`config.mk`:
```
export PLATFORM = sky130hd
export DESIGN_NAME = rlt_ctrl_flat
export DESIGN_NICKNAME = d
export VERILOG_FILES = /design/src/rtl/rlt_pkg.sv /design/src/rtl/rlt_if.sv /design/src/rtl/rlt_ctrl.sv /design/src/flat_wrapper.sv
export SDC_FILE = /design/constraint.sdc
export NUM_CORES = 1
export LEC_CHECK = 0
export BUFFER_PORTS_ARGS = -buffer_cell sky130_fd_sc_hd__buf_2
export CORE_AREA = 2 2 350 352
export DETAILED_ROUTE_END_ITERATION = 7
export DIE_AREA = 0 0 352 354
export MAX_ROUTING_LAYER = met4
export PLACE_DENSITY_LB_ADDON = 0.05
export SLEW_MARGIN = 5
export SYNTH_ARGS = -nofsm -noshare
export SYNTH_HDL_FRONTEND = slang
export SYNTH_SLANG_ARGS = --single-unit
```
`constraint.sdc`:
```
create_clock -name clk -period 9.5 [get_ports clk]
set_input_delay 1.425 -clock clk [delete_from_list [all_inputs] [get_ports clk]]
set_output_delay 1.425 -clock clk [all_outputs]
set_load 0.02 [all_outputs]
```
`src/rtl/rlt_pkg.sv`:
```
// rlt_pkg: shared types and codes for the record reader/writer lock table
// depends on nothing; used by every file in rtl
package rlt_pkg;

	localparam int RIU_W = 7;

	typedef enum logic [2:0] {
		REQ_READ_START = 3'd0,
		REQ_READ_DONE  = 3'd1,
		REQ_WRITE_LOCK = 3'd2,
		REQ_COMMIT     = 3'd3,
		REQ_UNLOCK     = 3'd4,
		REQ_EXIT       = 3'd5,
		REQ_LOAD       = 3'd6
	} req_type_t;

	typedef enum logic [1:0] {
		STAT_OK        = 2'd0,
		STAT_NOT_FOUND = 2'd1,
		STAT_BUSY      = 2'd2,
		STAT_PROTOCOL  = 2'd3
	} status_t;

	typedef enum logic [1:0] {
		S_CLEAR,
		S_IDLE,
		S_SCAN,
		S_DONE
	} state_t;

	typedef struct packed {
		logic signed [31:0] key;
		logic [63:0]        name_low;
		logic [15:0]        name_high;
		logic [63:0]        hours;
	} rec_t;

	typedef struct packed {
		logic [2:0]         req_type;
		logic signed [31:0] key;
		logic [31:0]        client_id;
		logic [5:0]         load_index;
		rec_t               data;
	} req_t;

	typedef struct packed {
		logic rd_en;
		logic wr_en;
	} mem_ctl_t;

endpackage

```
`src/rtl/rlt_if.sv`:
```
// rlt_if: valid/ready channels of the lock table (config, request, result)
// depends on rlt_pkg
interface rlt_cfg_if;
	logic                        valid;
	logic                        ready;
	logic [rlt_pkg::RIU_W-1:0]   records_in_use;

	modport source (output valid, output records_in_use, input ready);
	modport sink (input valid, input records_in_use, output ready);
endinterface

interface rlt_req_if;
	logic               valid;
	logic               ready;
	logic [2:0]         req_type;
	logic signed [31:0] key;
	logic [31:0]        client_id;
	logic [5:0]         load_index;
	logic signed [31:0] new_key;
	logic [63:0]        new_name_low;
	logic [15:0]        new_name_high;
	logic [63:0]        new_hours;

	modport source (output valid, output req_type, output key, output client_id,
		output load_index, output new_key, output new_name_low, output new_name_high,
		output new_hours, input ready);
	modport sink (input valid, input req_type, input key, input client_id,
		input load_index, input new_key, input new_name_low, input new_name_high,
		input new_hours, output ready);
endinterface

interface rlt_resp_if;
	logic               valid;
	logic               ready;
	logic [1:0]         status;
	logic signed [31:0] out_key;
	logic [63:0]        out_name_low;
	logic [15:0]        out_name_high;
	logic [63:0]        out_hours;

	modport source (output valid, output status, output out_key, output out_name_low,
		output out_name_high, output out_hours, input ready);
	modport sink (input valid, input status, input out_key, input out_name_low,
		input out_name_high, input out_hours, output ready);
endinterface

```
`src/rtl/rlt_ctrl.sv`:
```
// rlt_ctrl: sequencer of the lock table: clear pass, key scan, lock decision,
// write-back and result register; depends on rlt_pkg and rlt_if
module rlt_ctrl #(
	parameter int TABLE_ENTRIES = 64,
	parameter int READER_LIMIT = 255,
	localparam int IW = (TABLE_ENTRIES > 1) ? $clog2(TABLE_ENTRIES) : 1,
	localparam int CW = $clog2(TABLE_ENTRIES + 1),
	localparam int RW = $clog2(READER_LIMIT + 1)
) (
	input  logic              clk,
	input  logic              arst_n,
	rlt_cfg_if.sink           cfg,
	rlt_req_if.sink           req,
	rlt_resp_if.source        resp,
	output rlt_pkg::mem_ctl_t rec_ctl,
	output logic [IW-1:0]     rec_rd_addr,
	output logic [IW-1:0]     rec_wr_addr,
	output rlt_pkg::rec_t     rec_wr_data,
	input  rlt_pkg::rec_t     rec_rd_data,
	output rlt_pkg::mem_ctl_t lock_ctl,
	output logic [IW-1:0]     lock_rd_addr,
	output logic [IW-1:0]     lock_wr_addr,
	output logic [RW-1:0]     lock_wr_count,
	output logic [31:0]       lock_wr_owner,
	input  logic [RW-1:0]     lock_rd_count,
	input  logic [31:0]       lock_rd_owner
);

	localparam int SW = (CW > rlt_pkg::RIU_W) ? CW : rlt_pkg::RIU_W;

	rlt_pkg::state_t state_q, state_d;
	logic [CW-1:0]              cnt_q;
	logic [IW-1:0]              idx_s1;
	logic                       pend_s1;
	logic [IW-1:0]              hit_idx_q;
	logic                       found_q;
	rlt_pkg::req_t              req_q;
	logic [rlt_pkg::RIU_W-1:0]  riu_q;
	logic                       out_valid_q;
	rlt_pkg::status_t           out_status_q;
	rlt_pkg::rec_t              out_rec_q;

	logic [SW-1:0]    riu_ext;
	logic [CW-1:0]    span;
	logic             accept;
	logic             match;
	logic             issue;
	logic             out_free;
	logic             fire;
	logic             load_ok;
	logic             owns;
	rlt_pkg::status_t res_status;
	logic             res_give;

	assign riu_ext  = SW'(riu_q);
	assign span     = (riu_ext > SW'(TABLE_ENTRIES)) ? CW'(TABLE_ENTRIES) : CW'(riu_ext);
	assign accept   = req.valid && req.ready;
	assign match    = pend_s1 && (rec_rd_data.key == req_q.key);
	assign issue    = (state_q == rlt_pkg::S_SCAN) && (cnt_q < span) && !match;
	assign out_free = !out_valid_q || resp.ready;
	assign fire     = (state_q == rlt_pkg::S_DONE) && out_free;
	assign load_ok  = 32'(req_q.load_index) < 32'(TABLE_ENTRIES);
	assign owns     = (req_q.client_id != 32'd0) && (lock_rd_owner == req_q.client_id);

	// next state
	always_comb begin
		state_d = state_q;
		unique case (state_q)
			rlt_pkg::S_CLEAR: begin
				if (cnt_q == CW'(TABLE_ENTRIES - 1)) begin
					state_d = rlt_pkg::S_IDLE;
				end
			end
			rlt_pkg::S_IDLE: begin
				if (req.valid) begin
					if (req.req_type == rlt_pkg::REQ_LOAD || span == '0) begin
						state_d = rlt_pkg::S_DONE;
					end else begin
						state_d = rlt_pkg::S_SCAN;
					end
				end
			end
			rlt_pkg::S_SCAN: begin
				if (match || cnt_q == span) begin
					state_d = rlt_pkg::S_DONE;
				end
			end
			rlt_pkg::S_DONE: begin
				if (out_free) begin
					state_d = rlt_pkg::S_IDLE;
				end
			end
		endcase
	end

	// decision, memory controls
	always_comb begin
		res_status    = rlt_pkg::STAT_OK;
		res_give      = 1'b0;
		rec_ctl       = '0;
		lock_ctl      = '0;
		rec_rd_addr   = cnt_q[IW-1:0];
		rec_wr_addr   = hit_idx_q;
		rec_wr_data   = req_q.data;
		lock_rd_addr  = idx_s1;
		lock_wr_addr  = hit_idx_q;
		lock_wr_count = lock_rd_count;
		lock_wr_owner = lock_rd_owner;
		rec_ctl.rd_en  = issue;
		lock_ctl.rd_en = (state_q == rlt_pkg::S_SCAN) && match;

		if (state_q == rlt_pkg::S_CLEAR) begin
			lock_ctl.wr_en = 1'b1;
			lock_wr_addr   = cnt_q[IW-1:0];
			lock_wr_count  = '0;
			lock_wr_owner  = '0;
		end

		if (req_q.req_type == rlt_pkg::REQ_LOAD) begin
			rec_wr_addr = IW'(req_q.load_index);
			if (load_ok) begin
				rec_ctl.wr_en = fire;
			end else begin
				res_status = rlt_pkg::STAT_PROTOCOL;
			end
		end else if (!found_q) begin
			res_status = rlt_pkg::STAT_NOT_FOUND;
		end else begin
			unique case (req_q.req_type)
				rlt_pkg::REQ_READ_START: begin
					if (lock_rd_owner != 32'd0 || lock_rd_count >= RW'(READER_LIMIT)) begin
						res_status = rlt_pkg::STAT_BUSY;
					end else begin
						res_give       = 1'b1;
						lock_wr_count  = RW'(lock_rd_count + 1'b1);
						lock_ctl.wr_en = fire;
					end
				end
				rlt_pkg::REQ_READ_DONE: begin
					if (lock_rd_count != '0) begin
						lock_wr_count  = RW'(lock_rd_count - 1'b1);
						lock_ctl.wr_en = fire;
					end else begin
						res_status = rlt_pkg::STAT_PROTOCOL;
					end
				end
				rlt_pkg::REQ_WRITE_LOCK: begin
					if (lock_rd_count != '0 || lock_rd_owner != 32'd0) begin
						res_status = rlt_pkg::STAT_BUSY;
					end else if (req_q.client_id == 32'd0) begin
						res_status = rlt_pkg::STAT_PROTOCOL;
					end else begin
						res_give       = 1'b1;
						lock_wr_owner  = req_q.client_id;
						lock_ctl.wr_en = fire;
					end
				end
				rlt_pkg::REQ_COMMIT: begin
					if (owns) begin
						rec_ctl.wr_en = fire;
					end else begin
						res_status = rlt_pkg::STAT_PROTOCOL;
					end
				end
				rlt_pkg::REQ_UNLOCK: begin
					if (owns) begin
						lock_wr_owner  = '0;
						lock_ctl.wr_en = fire;
					end else begin
						res_status = rlt_pkg::STAT_PROTOCOL;
					end
				end
				rlt_pkg::REQ_EXIT: begin
					res_status = rlt_pkg::STAT_OK;
				end
				default: begin
					res_status = rlt_pkg::STAT_PROTOCOL;
				end
			endcase
		end
	end

	always_ff @(posedge clk or negedge arst_n) begin
		if (!arst_n) begin
			state_q     <= rlt_pkg::S_CLEAR;
			cnt_q       <= '0;
			pend_s1     <= 1'b0;
			found_q     <= 1'b0;
			riu_q       <= '0;
			out_valid_q <= 1'b0;
		end else begin
			state_q <= state_d;
			pend_s1 <= issue;
			if (cfg.valid) begin
				riu_q <= cfg.records_in_use;
			end
			if (accept) begin
				cnt_q <= '0;
			end else if (issue || state_q == rlt_pkg::S_CLEAR) begin
				cnt_q <= cnt_q + 1'b1;
			end
			if (accept) begin
				found_q <= 1'b0;
			end else if (match) begin
				found_q <= 1'b1;
			end
			if (fire) begin
				out_valid_q <= 1'b1;
			end else if (resp.ready) begin
				out_valid_q <= 1'b0;
			end
		end
	end

	always_ff @(posedge clk) begin
		idx_s1 <= cnt_q[IW-1:0];
		if (match) begin
			hit_idx_q <= idx_s1;
		end
		if (accept) begin
			req_q.req_type       <= req.req_type;
			req_q.key            <= req.key;
			req_q.client_id      <= req.client_id;
			req_q.load_index     <= req.load_index;
			req_q.data.key       <= req.new_key;
			req_q.data.name_low  <= req.new_name_low;
			req_q.data.name_high <= req.new_name_high;
			req_q.data.hours     <= req.new_hours;
		end
		if (fire) begin
			out_status_q <= res_status;
			out_rec_q    <= res_give ? rec_rd_data : '0;
		end
	end

	assign cfg.ready          = 1'b1;
	assign req.ready          = (state_q == rlt_pkg::S_IDLE);
	assign resp.valid         = out_valid_q;
	assign resp.status        = out_status_q;
	assign resp.out_key       = out_rec_q.key;
	assign resp.out_name_low  = out_rec_q.name_low;
	assign resp.out_name_high = out_rec_q.name_high;
	assign resp.out_hours     = out_rec_q.hours;

endmodule

```
`src/flat_wrapper.sv`:
```
// flat-port wrapper written by rule: the top's interface ports become plain ports
module rlt_ctrl_flat 
#(
	parameter int TABLE_ENTRIES = 64,
	parameter int READER_LIMIT = 255,
	localparam int IW = (TABLE_ENTRIES > 1) ? $clog2(TABLE_ENTRIES) : 1,
	localparam int CW = $clog2(TABLE_ENTRIES + 1),
	localparam int RW = $clog2(READER_LIMIT + 1)
)
  (clk, arst_n, rec_ctl, rec_rd_addr, rec_wr_addr, rec_wr_data, rec_rd_data, lock_ctl, lock_rd_addr, lock_wr_addr, lock_wr_count, lock_wr_owner, lock_rd_count, lock_rd_owner, cfg_valid, cfg_records_in_use, cfg_ready, req_valid, req_req_type, req_key, req_client_id, req_load_index, req_new_key, req_new_name_low, req_new_name_high, req_new_hours, req_ready, resp_valid, resp_status, resp_out_key, resp_out_name_low, resp_out_name_high, resp_out_hours, resp_ready);
  rlt_cfg_if cfg_i ();
  rlt_req_if req_i ();
  rlt_resp_if resp_i ();
  input  logic clk;
  input  logic arst_n;
  output rlt_pkg::mem_ctl_t rec_ctl;
  output logic [IW-1:0] rec_rd_addr;
  output logic [IW-1:0] rec_wr_addr;
  output rlt_pkg::rec_t rec_wr_data;
  input  rlt_pkg::rec_t rec_rd_data;
  output rlt_pkg::mem_ctl_t lock_ctl;
  output logic [IW-1:0] lock_rd_addr;
  output logic [IW-1:0] lock_wr_addr;
  output logic [RW-1:0] lock_wr_count;
  output logic [31:0] lock_wr_owner;
  input  logic [RW-1:0] lock_rd_count;
  input  logic [31:0] lock_rd_owner;
  input wire logic [$bits(cfg_i.valid)-1:0] cfg_valid;
  input wire logic [$bits(cfg_i.records_in_use)-1:0] cfg_records_in_use;
  output wire logic [$bits(cfg_i.ready)-1:0] cfg_ready;
  input wire logic [$bits(req_i.valid)-1:0] req_valid;
  input wire logic [$bits(req_i.req_type)-1:0] req_req_type;
  input wire logic [$bits(req_i.key)-1:0] req_key;
  input wire logic [$bits(req_i.client_id)-1:0] req_client_id;
  input wire logic [$bits(req_i.load_index)-1:0] req_load_index;
  input wire logic [$bits(req_i.new_key)-1:0] req_new_key;
  input wire logic [$bits(req_i.new_name_low)-1:0] req_new_name_low;
  input wire logic [$bits(req_i.new_name_high)-1:0] req_new_name_high;
  input wire logic [$bits(req_i.new_hours)-1:0] req_new_hours;
  output wire logic [$bits(req_i.ready)-1:0] req_ready;
  output wire logic [$bits(resp_i.valid)-1:0] resp_valid;
  output wire logic [$bits(resp_i.status)-1:0] resp_status;
  output wire logic [$bits(resp_i.out_key)-1:0] resp_out_key;
  output wire logic [$bits(resp_i.out_name_low)-1:0] resp_out_name_low;
  output wire logic [$bits(resp_i.out_name_high)-1:0] resp_out_name_high;
  output wire logic [$bits(resp_i.out_hours)-1:0] resp_out_hours;
  input wire logic [$bits(resp_i.ready)-1:0] resp_ready;
  assign cfg_i.valid = cfg_valid;
  assign cfg_i.records_in_use = cfg_records_in_use;
  assign cfg_ready = cfg_i.ready;
  assign req_i.valid = req_valid;
  assign req_i.req_type = req_req_type;
  assign req_i.key = req_key;
  assign req_i.client_id = req_client_id;
  assign req_i.load_index = req_load_index;
  assign req_i.new_key = req_new_key;
  assign req_i.new_name_low = req_new_name_low;
  assign req_i.new_name_high = req_new_name_high;
  assign req_i.new_hours = req_new_hours;
  assign req_ready = req_i.ready;
  assign resp_valid = resp_i.valid;
  assign resp_status = resp_i.status;
  assign resp_out_key = resp_i.out_key;
  assign resp_out_name_low = resp_i.out_name_low;
  assign resp_out_name_high = resp_i.out_name_high;
  assign resp_out_hours = resp_i.out_hours;
  assign resp_i.ready = resp_ready;
  rlt_ctrl #(.TABLE_ENTRIES(TABLE_ENTRIES), .READER_LIMIT(READER_LIMIT)) u_core (.clk(clk), .arst_n(arst_n), .cfg(cfg_i), .req(req_i), .resp(resp_i), .rec_ctl(rec_ctl), .rec_rd_addr(rec_rd_addr), .rec_wr_addr(rec_wr_addr), .rec_wr_data(rec_wr_data), .rec_rd_data(rec_rd_data), .lock_ctl(lock_ctl), .lock_rd_addr(lock_rd_addr), .lock_wr_addr(lock_wr_addr), .lock_wr_count(lock_wr_count), .lock_wr_owner(lock_wr_owner), .lock_rd_count(lock_rd_count), .lock_rd_owner(lock_rd_owner));
endmodule
```
======== Word level (Yosys, flattened, before mapping) ========
Cells that the tools add are included.
storage, ports and cells
  bits in registers ....................... 458
  output and inout port bits .............. 425
operators by class
  $add $sub $neg .......................... 3
  $lt $le $gt $ge ......................... 3
  equality and inequality tests ........... 18
  multiplexer cells ....................... 54
  bitwise gates (word level) .............. 1
  reduce and logical (&&, ||, !) cells .... 28
operators with widths
  operator                                                  count
  two-way mux 32 bit                                        6
  == test 32 bit                                            2
  case mux 32 bit (2 select lines)                          1
  nonzero test 32 bit                                       2
  two-way mux 8 bit                                         5
  logical NOT 32 bit                                        1
  two-way mux 1 bit                                         23
  two-way mux 7 bit                                         3
  two-way mux 2 bit                                         9
  case mux 8 bit (2 select lines)                           1
  == test 3 bit, second input constant                      4
  two-way mux 6 bit                                         2
  case mux 2 bit (5 select lines)                           1
  adder 8 x 1 -> 8 bit, second input constant               1
  greater-or-equal comparator 8 bit, second input constant  1
  case mux 2 bit (4 select lines)                           1
  nonzero test 8 bit                                        1
  subtractor 8 x 1 -> 8 bit, second input constant          1
  adder 7 x 1 -> 7 bit, second input constant               1
  == test 7 x 6 -> 1 bit, second input constant             1
  == test 7 bit                                             1
  greater-than comparator 7 bit, second input constant      1
  logical AND 1 bit                                         7
  logical NOT 7 bit                                         1
  other kinds (17)                                          30

======== Depth between registers and ports, before layout ========
  word-level depth ........................ 8
  depth in mapped cells ................... 11

======== Worst setup path after synthesis ========
OpenSTA, ideal clock, no wires.
  kind .................................... input to register
  start ................................... input port req_valid
  end ..................................... register u_core.req_q (netlist bit u_core.rec_wr_data[0]), enable pin
  setup time .............................. 0.712 ns
  arrival time ............................ 8.449 ns
  setup slack ............................. 0.339 ns
  stages on the path ...................... 2
  path through ............................ and2_1 -> clkbuf_1
between the ends
  word-level cells in the longest chain between the ends .. 1
ends and longest elaborated chain
  element                  line                text
  from (decl)              flat_wrapper.sv:31  input wire logic [$bits(req_i.valid)-1:0] req_valid;
  logical AND 1 bit        rlt_ctrl.sv:57      assign accept = req.valid && req.ready;
  named net u_core.accept  rlt_ctrl.sv:45      logic accept;
  to (decl)                rlt_ctrl.sv:37      rlt_pkg::req_t req_q;
The timed path passes the listed nets, and every way through them passes these cells.
A chain may end at the register's enable or synchronous reset.

======== Final worst setup path ========
  start ................................... input port lock_rd_owner[28]
  end ..................................... output port lock_wr_owner[19]
between the ends
  word-level cells in the longest chain between the ends .. 6
ends and longest elaborated chain
  element                                                       line                              text
  from (decl)                                                   flat_wrapper.sv:27                input logic [31:0] lock_rd_owner;
  == test 32 bit / nonzero test 32 bit (equally long branches)  rlt_ctrl.sv:63, rlt_ctrl.sv:148
  logical AND 1 bit / logical OR 1 bit (equally long branches)  rlt_ctrl.sv:63, rlt_ctrl.sv:148
  two-way mux 32 bit, on equally long branches                  rlt_ctrl.sv:166, rlt_ctrl.sv:148
  case mux 32 bit (2 select lines) *                            rlt_ctrl.sv:129                   unique case (req_q.req_type)
  two-way mux 32 bit *                                          rlt_ctrl.sv:126                   end else if (!found_q) begin
  two-way mux 32 bit *                                          rlt_ctrl.sv:119                   if (req_q.req_type == rlt_pkg::REQ_LOAD) begin
  to (decl)                                                     flat_wrapper.sv:25                output logic [31:0] lock_wr_owner;
Every way passes the cells marked *; elsewhere a longest branch is shown, timed or not.

==> impl_results.md <==
- Total CTS buffers: between 60 and 70
- Total wire length: just under 80000 µm
- Seq/Total Area, Yosys: roughly 72%
- Post-CTS sizing: 0
- Worst hold path type: flop to flop
- Post-Syn Area: between 0.015 and 0.02 mm²
- Status: finished clean
- Die X: 352 µm
- Ports: around 900
- Avg Inst Size Synth: ~15 µm²
- Fillers: between 10000 and 15000
- P per Cell Area: roughly 280 mW/mm²
- Mapped Cells: around 1200
- Most instantiated cells after synthesis: edfxtp_1 (433), buf_4 (197), and2_1 (179), xor2_1 (63), nand2_1 (36)
- Vias: between 10000 and 15000
- Largest net degree at the start of global routing: 147
- Antenna violations before repair: 36
- CTS root buf: clkbuf_16
- WP buf/inv: 3
- Hold buffer count at CTS: 0
- Final worst path period share: a little under three fifths
- Post-synthesis net count: 1713
- Post-route ant nets: 0
- Port buffer count: 900
- Iter 0 DRT Violations: 597
- Post-synth EDFFs: 433
- Synth warnings: 0
- Count of cell types in the netlist: 55
- Final net count: approximately 2500
- Slowest stage delay, CP: 0.65 ns
- Height of the chip: between 300 and 400 µm
- Crit path capture type: output port
- Cell Rows: approximately 130
- Final Critical Period: 5.43 ns
- Slew margin rel.: a little under a quarter
- Worst setup path category: primary input to output port
- Worst EP arrival: about 4 ns
- Global-route wire length before repair: 107000 µm
- Post-synthesis register bit count: 458
- Main synth FF type: edfxtp_1
- Leading post-synthesis cells by cell area: edfxtp_1 (69%), buf_4 (7.8%), and2_1 (5.9%), xor2_1 (2.9%), dfrtp_1 (2.5%)
- Setup TNS: 0 ns
- Clk slew on worst S/H paths: approximately 0.05 ns
- Required @ worst endpoint: between 8 and 9 ns
- Count leader, synth: edfxtp_1
- CTS HTree Levels: 3
- Post-Route Skew: 0.0326 ns
- Via density: between 3 and 4
- Crit Path Max Fanout: 32
- CTS tree: built
- 1st-pass router iterations: 5
- Final-report setup violation count: 0
- Peak supply drop: around 0.13 mV
- Clk sinks: about 460
- Vias in the first global route: around 14000
- Grt ovf: 0
- CP startpoint kind: primary input
- Share of power burned in registers: just over 40%
- Final Max Tran Viols: 0
- RSZ-0062 raised after global routing: false
- Cells along the critical path: buf_2 > xor2_1 > nor4_1 > nand4_1 > nor3_1 > nand4_1 > nor3b_2 > buf_4 > a22o_1 > buf_2
- Drt drc: 0
- Post-CTS setup buffer count: 0
- Actual slew at the worst max-slew pin: 1.14 ns
- Crit-path slowest cell: nor3_1
- Share of cells above drive strength 1: about half
- Core area: ~0.12 mm²
- Hold Slack: ~0.44 ns
- Routed WL per cell: roughly 21 µm
- Final hold violations: 0
- Net Sw Power: ~2.6 mW
- DIE AREA: 0.125 mm²
- Leakage power: between 10 and 15 nW
- Clock share of power: approximately a third
- Combinational Power Share: a little over a quarter
- Starting Density: roughly 16%
- Detailed Place HPWL: a little over 60000 µm
- Clock Path Buffers: 3
- Top cell type's share of synthesized area: between 60% and 70%
- Max Cap Viol: 0
- GR Util All Layers: ~12%
- Area Overhead vs Synth: 38.3%
- Gpl congestion: roughly 0.8
- Cell family with the largest share of critical-path delay: simple AND/OR/NAND/NOR gates
- Fmax: 184 MHz
- Ys async rst share: approximately 4.1%
- Switching Fraction: a little over a third
- Leading area contributor after synthesis: edfxtp_1
- Cell Int Power: approximately 4.8 mW
- Clk Latency, worst-skew pair: 0.63 ns
==> stage by stage <==
step / cell area (µm²) / power, mW / setup slack, ns / util (%) / instances
CTS: 26100 / 7.62 / 4.04 / 21.6 / 3658
global placement: 24000 / 5.12 / 4.08 / 19.8 / 3539
finish: 26100 / 7.41 / 4.07 / 21.6 / 3671
detailed placement: 24000 / 5.10 / 4.06 / 19.8 / 3539
floorplan: 18900 / 4.41 / 0.339 / - / 1222
global route: 26100 / 7.81 / 3.82 / 21.6 / 3669
==> logic make-up (layout without fill, tap and decap cells) <==
group                    after synthesis  in the layout  share of synthesized area [%]
adder cells (fa/ha/maj)               14             14                          0.928
buffers and inverters                231           1042                           8.57
flip-flops                           458            458                           72.0
XOR/XNOR                              66             66                           3.06
other                                  1             14                         0.0199
AO/OA/AOI/OAI                         98             98                           3.69
multiplexers                          23             23                           1.36
AND/OR/NAND/NOR                      331            331                           10.4
==> path summary, 6_finish.rpt <==
kind	from	endpoint	slack, ns	cells past startpoint
max in group asynchronous	arst_n	u_core.cnt_q[4]	8.36	1
setup / recovery	lock_rd_owner[28]	lock_wr_owner[19]	4.07	10
hold reg to reg	u_core.lock_rd_addr[4]	u_core.hit_idx_q[4]	0.44	0
min in group asynchronous	arst_n	u_core.riu_ext[6]	0.77	1
hold / removal	u_core.lock_rd_addr[4]	u_core.hit_idx_q[4]	0.44	0
setup reg to reg	u_core.req_q[183]	u_core.resp.out_key[16]	6.06	9
==> cell type report <==
type                            count  area (µm²)  area share, %
Sequential cell                   458       13600           52.1
Timing Repair Buffer              911        4600           17.6
Multi-Input combinational cell    533        3680           14.1
Tap cell                         1625        2030           7.78
Clock buffer                       84        1720           6.58
Clock inverter                     35         400           1.53
Inverter                           12        50.0          0.192
Antenna cell                       13        32.5          0.125
==> flip-flops by register name, indices dropped and copies added (netlist names) <==
name                       count
u_core.req_q                  73
u_core.state_q                 2
u_core.pend_s1                 1
u_core.riu_ext                 7
u_core.hit_idx_q               6
u_core.lock_rd_addr            6
u_core.resp.out_key           32
u_core.resp.status             2
u_core.cnt_q                   7
u_core.found_q                 1
u_core.rec_wr_data           176
u_core.resp.out_name_high     16
u_core.resp.valid              1
u_core.resp.out_name_low      64
u_core.resp.out_hours         64
==> worst register-to-register path, cell delays in order, from the launching register on <==
cell and delay (ns):
edfxtp_1 0.47, nor4_1 0.38, nand4_1 0.23, nor2_1 0.37, nand3b_1 0.22, mux2_2 0.20, nor3_4 0.04, buf_4 0.34
buf_4 0.57, and2_1 0.38
==> layout by cell type, fill, tap and decap left out, drive strengths merged, types with 25 or more instances in the layout <==
cell / n
o21ai: 26
and2: 179
nand2: 36
edfxtp: 433
nor4: 32
clkinv: 25
clkbuf: 84
a22o: 33
buf: 911
xor2: 63
==> per-layer routing <==
metal	global-route usage [%]	wire length (µm)	vias to the layer above
li1	-	-	5836
met1	12.3	27300	6120
met2	22.3	40700	664
met3	5.23	7480	132
met4	3.37	1850	0
met5	-	0	-
==> power groups by stage <==
stage	sequential (mW)	clock, mW	combinational, mW
5_1_grt	3.10	2.61	2.10
4_1_cts	3.06	2.55	2.01
2_1_floorplan	3.56	0	0.851
6_report	3.04	2.42	1.95
3_3_place_gp	3.09	0	2.03
3_5_place_dp	3.09	0	2.01
(Power assumes the default switching activity.)
